`config.mk`:
```
export PLATFORM = sky130hd
export DESIGN_NAME = dstp_ctrl
export DESIGN_NICKNAME = d
export VERILOG_FILES = /design/src/hdl/dstp_pkg.sv /design/src/hdl/dstp_ctrl.sv
export SDC_FILE = /design/constraint.sdc
export NUM_CORES = 1
export LEC_CHECK = 0
export ABC_CLOCK_PERIOD_IN_PS = 2400
export BUFFER_PORTS_ARGS = -buffer_cell sky130_fd_sc_hd__buf_4
export CAP_MARGIN = 20
export CORE_MARGIN = 1
export CORE_UTILIZATION = 44
export DETAILED_ROUTE_END_ITERATION = 6
export PLACE_DENSITY = 0.84
export SLEW_MARGIN = 0
export SYNTH_ARGS = -nofsm -noshare
export SYNTH_HDL_FRONTEND = slang
export SYNTH_SLANG_ARGS = --single-unit
```
`constraint.sdc`:
```
create_clock -name clk -period 2.4 [get_ports clk]
set_clock_uncertainty 0.2 [all_clocks]
set_input_delay 0.48 -clock clk [delete_from_list [all_inputs] [get_ports clk]]
set_output_delay 0.48 -clock clk [all_outputs]
set_load 0.005 [all_outputs]
```
`src/hdl/dstp_pkg.sv`:
```
// ----------------------------------------------------------------------------
// Distance softmax package
// Shared sizes, item types, controller commands and the fixed root table.
// ----------------------------------------------------------------------------
package dstp_pkg;

  // Configuration sizes.
  localparam int TOPICS    = 16;
  localparam int DIMS      = 2;
  localparam int KW        = (TOPICS > 1) ? $clog2(TOPICS) : 1;
  localparam int LOC_DEPTH = TOPICS * DIMS;
  localparam int LOC_AW    = (LOC_DEPTH > 1) ? $clog2(LOC_DEPTH) : 1;

  // Fixed-point constants.
  localparam int FRAC_BITS = 16;
  localparam logic [15:0] HALF_LOG2E_Q16 = 16'd47274;
  localparam int QW        = 17;
  localparam int TERM_W    = 33;
  localparam int TOTAL_W   = TERM_W + KW;

  // Command codes.
  localparam logic CMD_LOAD = 1'b0;
  localparam logic CMD_DOC  = 1'b1;

  typedef struct packed {
    logic              command;
    logic [3:0]        topic;
    logic [0:0]        dim;
    logic signed [15:0] coord;
    logic              last;
  } item_t;

  typedef struct packed {
    logic [3:0]  topic_out;
    logic [15:0] prob;
    logic        last_out;
  } result_t;

  // Commands from the controller to the datapath.
  typedef struct packed {
    logic          load_wr;
    logic          capture;
    logic          acc_rd;
    logic          acc_sq;
    logic          acc_add;
    logic          min_step;
    logic          exp_mul;
    logic          exp_step;
    logic          exp_sh;
    logic          div_init;
    logic          div_step;
    logic          div_out;
    logic          clear;
    logic [KW-1:0] k;
    logic [4:0]    step;
  } dstp_cmd_t;

  // Status from the datapath to the controller.
  typedef struct packed {
    logic dim_ok;
    logic last_doc;
  } dstp_sts_t;

  typedef logic [31:0] root_arr_t [FRAC_BITS];

  // Floor square root of a 64-bit value, used only for the constant table.
  function automatic logic [63:0] floor_sqrt(input logic [63:0] val);
    logic [63:0] v;
    logic [63:0] r;
    logic [63:0] b;
    v = val;
    r = '0;
    for (int j = 0; j < 32; j++) begin
      b = 64'd1 << (62 - 2 * j);
      if (v >= r + b) begin
        v = v - (r + b);
        r = (r >> 1) + b;
      end else begin
        r = r >> 1;
      end
    end
    return r;
  endfunction

  // Roots of two: entry i approximates 2^32 * 2^-(2^-(i+1)).
  function automatic root_arr_t calc_roots();
    root_arr_t   tab;
    logic [63:0] r;
    r = floor_sqrt(64'd1 << 63);
    tab[0] = r[31:0];
    for (int i = 1; i < FRAC_BITS; i++) begin
      r = floor_sqrt(r << 32);
      tab[i] = r[31:0];
    end
    return tab;
  endfunction

  localparam root_arr_t ROOTS = calc_roots();

endpackage

```
`src/hdl/dstp_ctrl.sv`:
```
// ----------------------------------------------------------------------------
// Distance softmax controller
// Sequences location loads, accumulation, minimum search, exponentials and division.
// ----------------------------------------------------------------------------
module dstp_ctrl (
  input  logic               clk,
  input  logic               rst,
  input  logic               start,
  input  dstp_pkg::item_t    item,
  input  dstp_pkg::dstp_sts_t sts,
  output logic               busy,
  output dstp_pkg::dstp_cmd_t cmd
);
  import dstp_pkg::*;

  typedef enum logic [10:0] {
    S_IDLE     = 11'b00000000001,
    S_ACC_RD   = 11'b00000000010,
    S_ACC_SQ   = 11'b00000000100,
    S_ACC_ADD  = 11'b00000001000,
    S_MIN      = 11'b00000010000,
    S_EXP_MUL  = 11'b00000100000,
    S_EXP_STEP = 11'b00001000000,
    S_EXP_SH   = 11'b00010000000,
    S_DIV_INIT = 11'b00100000000,
    S_DIV_STEP = 11'b01000000000,
    S_DIV_OUT  = 11'b10000000000
  } state_t;

  localparam logic [KW-1:0] K_LAST = KW'(TOPICS - 1);

  state_t        state, state_next;
  logic [KW-1:0] k, k_next;
  logic [4:0]    step, step_next;
  logic          accept;

  assign accept = start && (state == S_IDLE);
  assign busy   = (state != S_IDLE);

  // Next state and commands.
  always_comb begin
    state_next = state;
    k_next     = k;
    step_next  = step;
    cmd        = '0;
    cmd.k      = k;
    cmd.step   = step;
    case (state)
      S_IDLE: begin
        if (accept) begin
          if (item.command == CMD_LOAD) begin
            cmd.load_wr = 1'b1;
          end else begin
            cmd.capture = 1'b1;
            k_next      = '0;
            state_next  = S_ACC_RD;
          end
        end
      end
      S_ACC_RD: begin
        if (sts.dim_ok) begin
          cmd.acc_rd = 1'b1;
          state_next = S_ACC_SQ;
        end else begin
          k_next     = '0;
          state_next = sts.last_doc ? S_MIN : S_IDLE;
        end
      end
      S_ACC_SQ: begin
        cmd.acc_sq = 1'b1;
        state_next = S_ACC_ADD;
      end
      S_ACC_ADD: begin
        cmd.acc_add = 1'b1;
        if (k == K_LAST) begin
          k_next     = '0;
          state_next = sts.last_doc ? S_MIN : S_IDLE;
        end else begin
          k_next     = k + 1'b1;
          state_next = S_ACC_RD;
        end
      end
      S_MIN: begin
        cmd.min_step = 1'b1;
        if (k == K_LAST) begin
          k_next     = '0;
          state_next = S_EXP_MUL;
        end else begin
          k_next = k + 1'b1;
        end
      end
      S_EXP_MUL: begin
        cmd.exp_mul = 1'b1;
        step_next   = '0;
        state_next  = S_EXP_STEP;
      end
      S_EXP_STEP: begin
        cmd.exp_step = 1'b1;
        step_next    = step + 1'b1;
        if (step == 5'(FRAC_BITS - 1)) begin
          state_next = S_EXP_SH;
        end
      end
      S_EXP_SH: begin
        cmd.exp_sh = 1'b1;
        if (k == K_LAST) begin
          k_next     = '0;
          state_next = S_DIV_INIT;
        end else begin
          k_next     = k + 1'b1;
          state_next = S_EXP_MUL;
        end
      end
      S_DIV_INIT: begin
        cmd.div_init = 1'b1;
        step_next    = '0;
        state_next   = S_DIV_STEP;
      end
      S_DIV_STEP: begin
        cmd.div_step = 1'b1;
        step_next    = step + 1'b1;
        if (step == 5'(QW - 1)) begin
          state_next = S_DIV_OUT;
        end
      end
      S_DIV_OUT: begin
        cmd.div_out = 1'b1;
        if (k == K_LAST) begin
          cmd.clear  = 1'b1;
          k_next     = '0;
          state_next = S_IDLE;
        end else begin
          k_next     = k + 1'b1;
          state_next = S_DIV_INIT;
        end
      end
      default: begin
        state_next = S_IDLE;
      end
    endcase
  end

  // State registers.
  always_ff @(posedge clk) begin
    if (rst) begin
      state <= S_IDLE;
      k     <= '0;
      step  <= '0;
    end else begin
      state <= state_next;
      k     <= k_next;
      step  <= step_next;
    end
  end

endmodule

```
# Word level (Yosys, flattened, before mapping)
# Index checks and enable logic that the tools add are counted.
[classes]
add_sub_neg = 2
reduce_logical = 8
n_eq_ne = 21
muxes = 33
[ops]
columns = ["operator", "count"]
rows = [
  ["$pmux 11 s11", 1],
  ["$mux 11", 5],
  ["$mux 9", 2],
  ["$mux 4", 4],
  ["$mux 5", 3],
  ["$mux 1", 13],
  ["$ne 2x2->1 const B", 6],
  ["$pmux 4 s3", 1],
  ["$eq 11x1->1 const B", 1],
  ["$eq 11x10->1 const B", 1],
  ["$eq 11x11->1 const B", 1],
  ["$eq 11x2->1 const B", 1],
  ["$eq 11x3->1 const B", 1],
  ["$eq 11x4->1 const B", 1],
  ["$eq 11x5->1 const B", 1],
  ["$eq 11x6->1 const B", 1],
  ["$eq 11x7->1 const B", 1],
  ["$eq 11x8->1 const B", 1],
  ["$eq 11x9->1 const B", 1],
  ["$ne 11x1->1 const B", 1],
  ["$pmux 5 s2", 1],
  ["$mux 2", 3],
  ["$add 5x1->5 const B", 1],
  ["$eq 5x4->1 const B", 1],
  ["other kinds (10)", 11],
]
[totals]
wordCells = 67
out_inout_bits = 23
reg_bits = 20

# Logic depth before layout (Yosys ltp)
[depth]
ltp_word = 4
ltp_mapped = 7
ltp_nobuf = 6

# Worst setup path before layout
# OpenSTA, ideal clock, no wires.
[synth_path]
kind = "register to register"
startpoint = "reg state[4]"
endpoint = "reg k[0]"
synth_period_minus_slack_ps = 2589
arrival_time_ps = 2272
slack_ps = -189
stages_incl_launch_ff = 8
path_buffers = 2
setup_time_ps = 117
cell_sequence = "dfxtp_1 > buf_6 > or4_4 > or3_1 > buf_6 > o32a_1 > or2_1 > a32o_1"
[synth_via]
elab_chain_cells = 4
[synth_lines]
columns = ["element", "line_no", "source"]
rows = [
  ["start: declaration", "dstp_ctrl.sv:32", "state_t state, state_next;"],
  ["start signal: assignment", "dstp_ctrl.sv:150", "state <= state_next;"],
  ["$eq 11x11->1, or another cell as far along", "dstp_ctrl.sv:48", "case (state)"],
  ["$reduce_or 4->1 (no line) or $logic_and 1x1->1 (tied branches)", "n/a", ""],
  ["$reduce_bool 3->1 (no line) or $ne 2x2->1 (tied branches)", "n/a", ""],
  ["$reduce_and 4->1 (no line)", "n/a", ""],
  ["end signal: assignment", "dstp_ctrl.sv:151", "k <= k_next;"],
  ["end: declaration", "dstp_ctrl.sv:33", "logic [KW-1:0] k, k_next;"],
]
# Several ways; a longest one is shown, not always the timed one.
# A chain may end at the register's enable or synchronous reset.

==> metrics.csv <==
stage,metric,value,unit
hold_path,min-delay src,rst,
critical_path,r2r setup slk,-180,ps
timing,Setup-failing EPs final,24,
die,area of the core,2829,um^2
drt,# DRC,1,
layout,area of the multi-input gates,955.9,um^2
clock_tree,H-Tree Depth,1,
yosys,register area share after synthesis,29.55,%
drt,DR iter-0 viols,53,
critical_path,Worst Setup Path Type,reg2out,
yosys,Synth Flop Type,dfxtp_1,
timing,PnR worst setup slack,-243.8,ps
critical_path,Crit path required time,1720,ps
run_status,outcome,finished with violations,
critical_path,Crit path largest cell delay,540,ps
die,die width,57.50,um
power,Leak,0.8670,nW
clock_tree,"CTS clk-pin slew, worst paths",120,ps
timing,Hold WS,225.0,ps
layout,Inserted Diodes,0,
yosys,count of cell types in the netlist,51,
critical_path,CP Max Fanout,4,
power,VDD IR max,0.4009,mV
timing,Slew HR,59.72,%
layout,FF+latch area,407.9,um^2
yosys,synthesized netlist cell count,173,
critical_path,CP top delay family,simple AND/OR/NAND/NOR gates,
layout,"most common cell after layout, fill and taps aside",buf_4,
run_status,failing checks,"design-rule violations, negative setup slack",
drt,vias per cell,5.938,
placement,input/output buffers,28,
critical_path,Critical Path Sink Type,output port,
critical_path,CP max stage cell,or4_4,
timing,unrepaired setup endpoints after global routing,yes,
die,Die ar.,3306,um^2
global_routing,first-pass GRT wire length,6.693,mm
yosys,Post-synth EDFFs,0,
layout,"leading cell types in the layout, fill and taps excluded","buf_4 (53), nor2_1 (15), dfxtp_1 (14)",
critical_path,Buf/Inv on CP,4,
timing,post-route clock period utilization,110.2,%
die,Ports,51,
timing,Worst-Margin Slew,603.3,ps
critical_path,Reg-to-Reg Start,state[1],
critical_path,cell mode on critical path,buf_4,
yosys,post-synthesis sequential element count,20,
yosys,synthesized cell area,1355,um^2
drt,via count,1538,
power,Final Total Pwr,883.2,uW
clock_tree,clk_lat worst skew,320,ps
clock_tree,clk root buf,clkbuf_4,
die,Die Y,57.50,um
drt,Final ANT Viol Nets,0,
hold_path,Hold Path End,k[1],
clock_tree,Num CTS Buffers,3,
power,Power per Cell Area,443.6,nW/um^2
placement,post-DP HPWL,2.554,mm
yosys,syn nets,205,
hold_path,Hold Crit Class,in2reg,
timing,endpoints failing hold,0,
critical_path,reg2reg path depth,6,
clock_tree,clock tree buffer depth,2,
critical_path,Critical Path AT,1960,ps
drt,drt pass-1 iters,6,
clock_tree,CTS tree,yes,
placement,GP Congestion,0.8703,
layout,layout net count,261,
run,max cap viols,0,
hold_path,hold path cells,2,
layout,post-layout util,70.37,%
global_routing,initial antenna violation count,0,
layout,Area Growth Syn to Fin,46.91,%
timing,FMAX,378.2,MHz
global_routing,grt total ovfl,0,
critical_path,crit-path cells,or4_4 -> buf_4 -> buf_6 -> nor4_4 -> buf_4 -> buf_4,
layout,share of cells above drive strength 1,42.98,%
critical_path,CP startpoint kind,flop,
yosys,Ys Warns,0,
global_routing,largest net degree at the start of global routing,14,
layout,Post-Layout Cell Count,259,
clock_tree,CTS sink count,20,
critical_path,R2R Path End,state[0],
drt,Routed WL,4.127,mm
timing,setup TNS,-3614,ps
global_routing,number of global-route vias before repair,1469,
layout,Fill cells,203,
global_routing,total track usage,26.12,%
drt,routed length per instance,15.93,um
die,Site Rows,19,
timing,crit path time final,2644,ps
timing,"Slew Viols, Final",0,
yosys,Async SR Flop Fraction,0,%
die,Initial Util,47.90,%
placement,Placed Instances,245,
yosys,post-synthesis area per instance,7.833,um^2
synthesized netlist by cell type (all sizes together) (2+ instances only):
cell    count  area share, %
clkbuf      6            3.1
nand3       5            1.8
or4b        3            2.2
nor3       11            4.1
or3         2           0.92
ha          4            3.7
inv        11            3.0
xor2        4            2.6
nand2      12            3.3
dfxtp      20             30
nor2b       2           0.92
buf         4            2.6
or2         4            1.8
nor2       18            5.0
o21ai      11            4.1
nor4        6            2.8
nand4b      2            1.3
or4         3            1.9
a21oi       8            3.0
xnor2       4            2.6
a32o        2            1.5
a22oi       2            1.1
nand2b      2           0.92
nor4b       3            1.9
and3        5            2.4
worst max-delay path by stage:
| stage | depth (start not counted) | from | slack (ps) | to |
|---|---|---|---|---|
| finish | 6 | state[1] | -240 | cmd[11] |
| global route | 7 | state[3] | -300 | cmd[15] |
| CTS | 7 | state[3] | -230 | cmd[15] |
| detailed placement | 7 | state[0] | -40 | cmd[15] |
| global placement | 5 | state[0] | -50 | state[5] |
| floorplan | 7 | state[4] | -190 | k[0] |
routing by layer:
layer	track usage (%)	routed length, um	vias to the layer above
li1	-	-	742
met1	33.15	1752	728
met3	4.535	211	11
met5	0	0	-
met2	43.52	2100	57
met4	11.15	63	0
final cells by class:
| class | count | share of cell area (%) |
|---|---|---|
| timing repair buffer | 63 | 25.64 |
| multi-input combinational | 130 | 48.02 |
| tap | 31 | 1.948 |
| sequential | 20 | 20.49 |
| clock buffer | 4 | 1.823 |
| inverter | 11 | 2.074 |
sequential cells by signal, summed over array words and instances (netlist names):
name   count
step       5
k          4
state     11
where the power goes:
part           total, mW  internal, mW  switching, mW
registers          0.351         0.343        0.00768
logic              0.324         0.160          0.164
clock network      0.209        0.0929          0.116
total              0.883         0.596          0.287
through the flow:
step	instance area [um^2]	setup slack [ps]
finish	1991	-243.8
detailed placement	1704	-44.81
floorplan	1371	-188.9
global placement	1704	-54.95
CTS	1913	-228.8
global route	1991	-303.1
what timing repair did:
item	4_1_cts	5_1_grt
setup endpoints to repair	21	29
setup buffers	7	3
pin swaps	12	7
gates resized for setup	32	12
hold buffers	0	0
cells by family after synthesis:
logic type / synth area share, %
AND/OR/NAND/NOR: 34.07
AO/OA/AOI/OAI: 16.62
XOR/XNOR: 5.170
buffers and inverters: 10.16
adder cells (fa/ha/maj): 3.694
flip-flops: 29.55
multiplexers: 0.7387
Power figures use the tool's default switching activity.
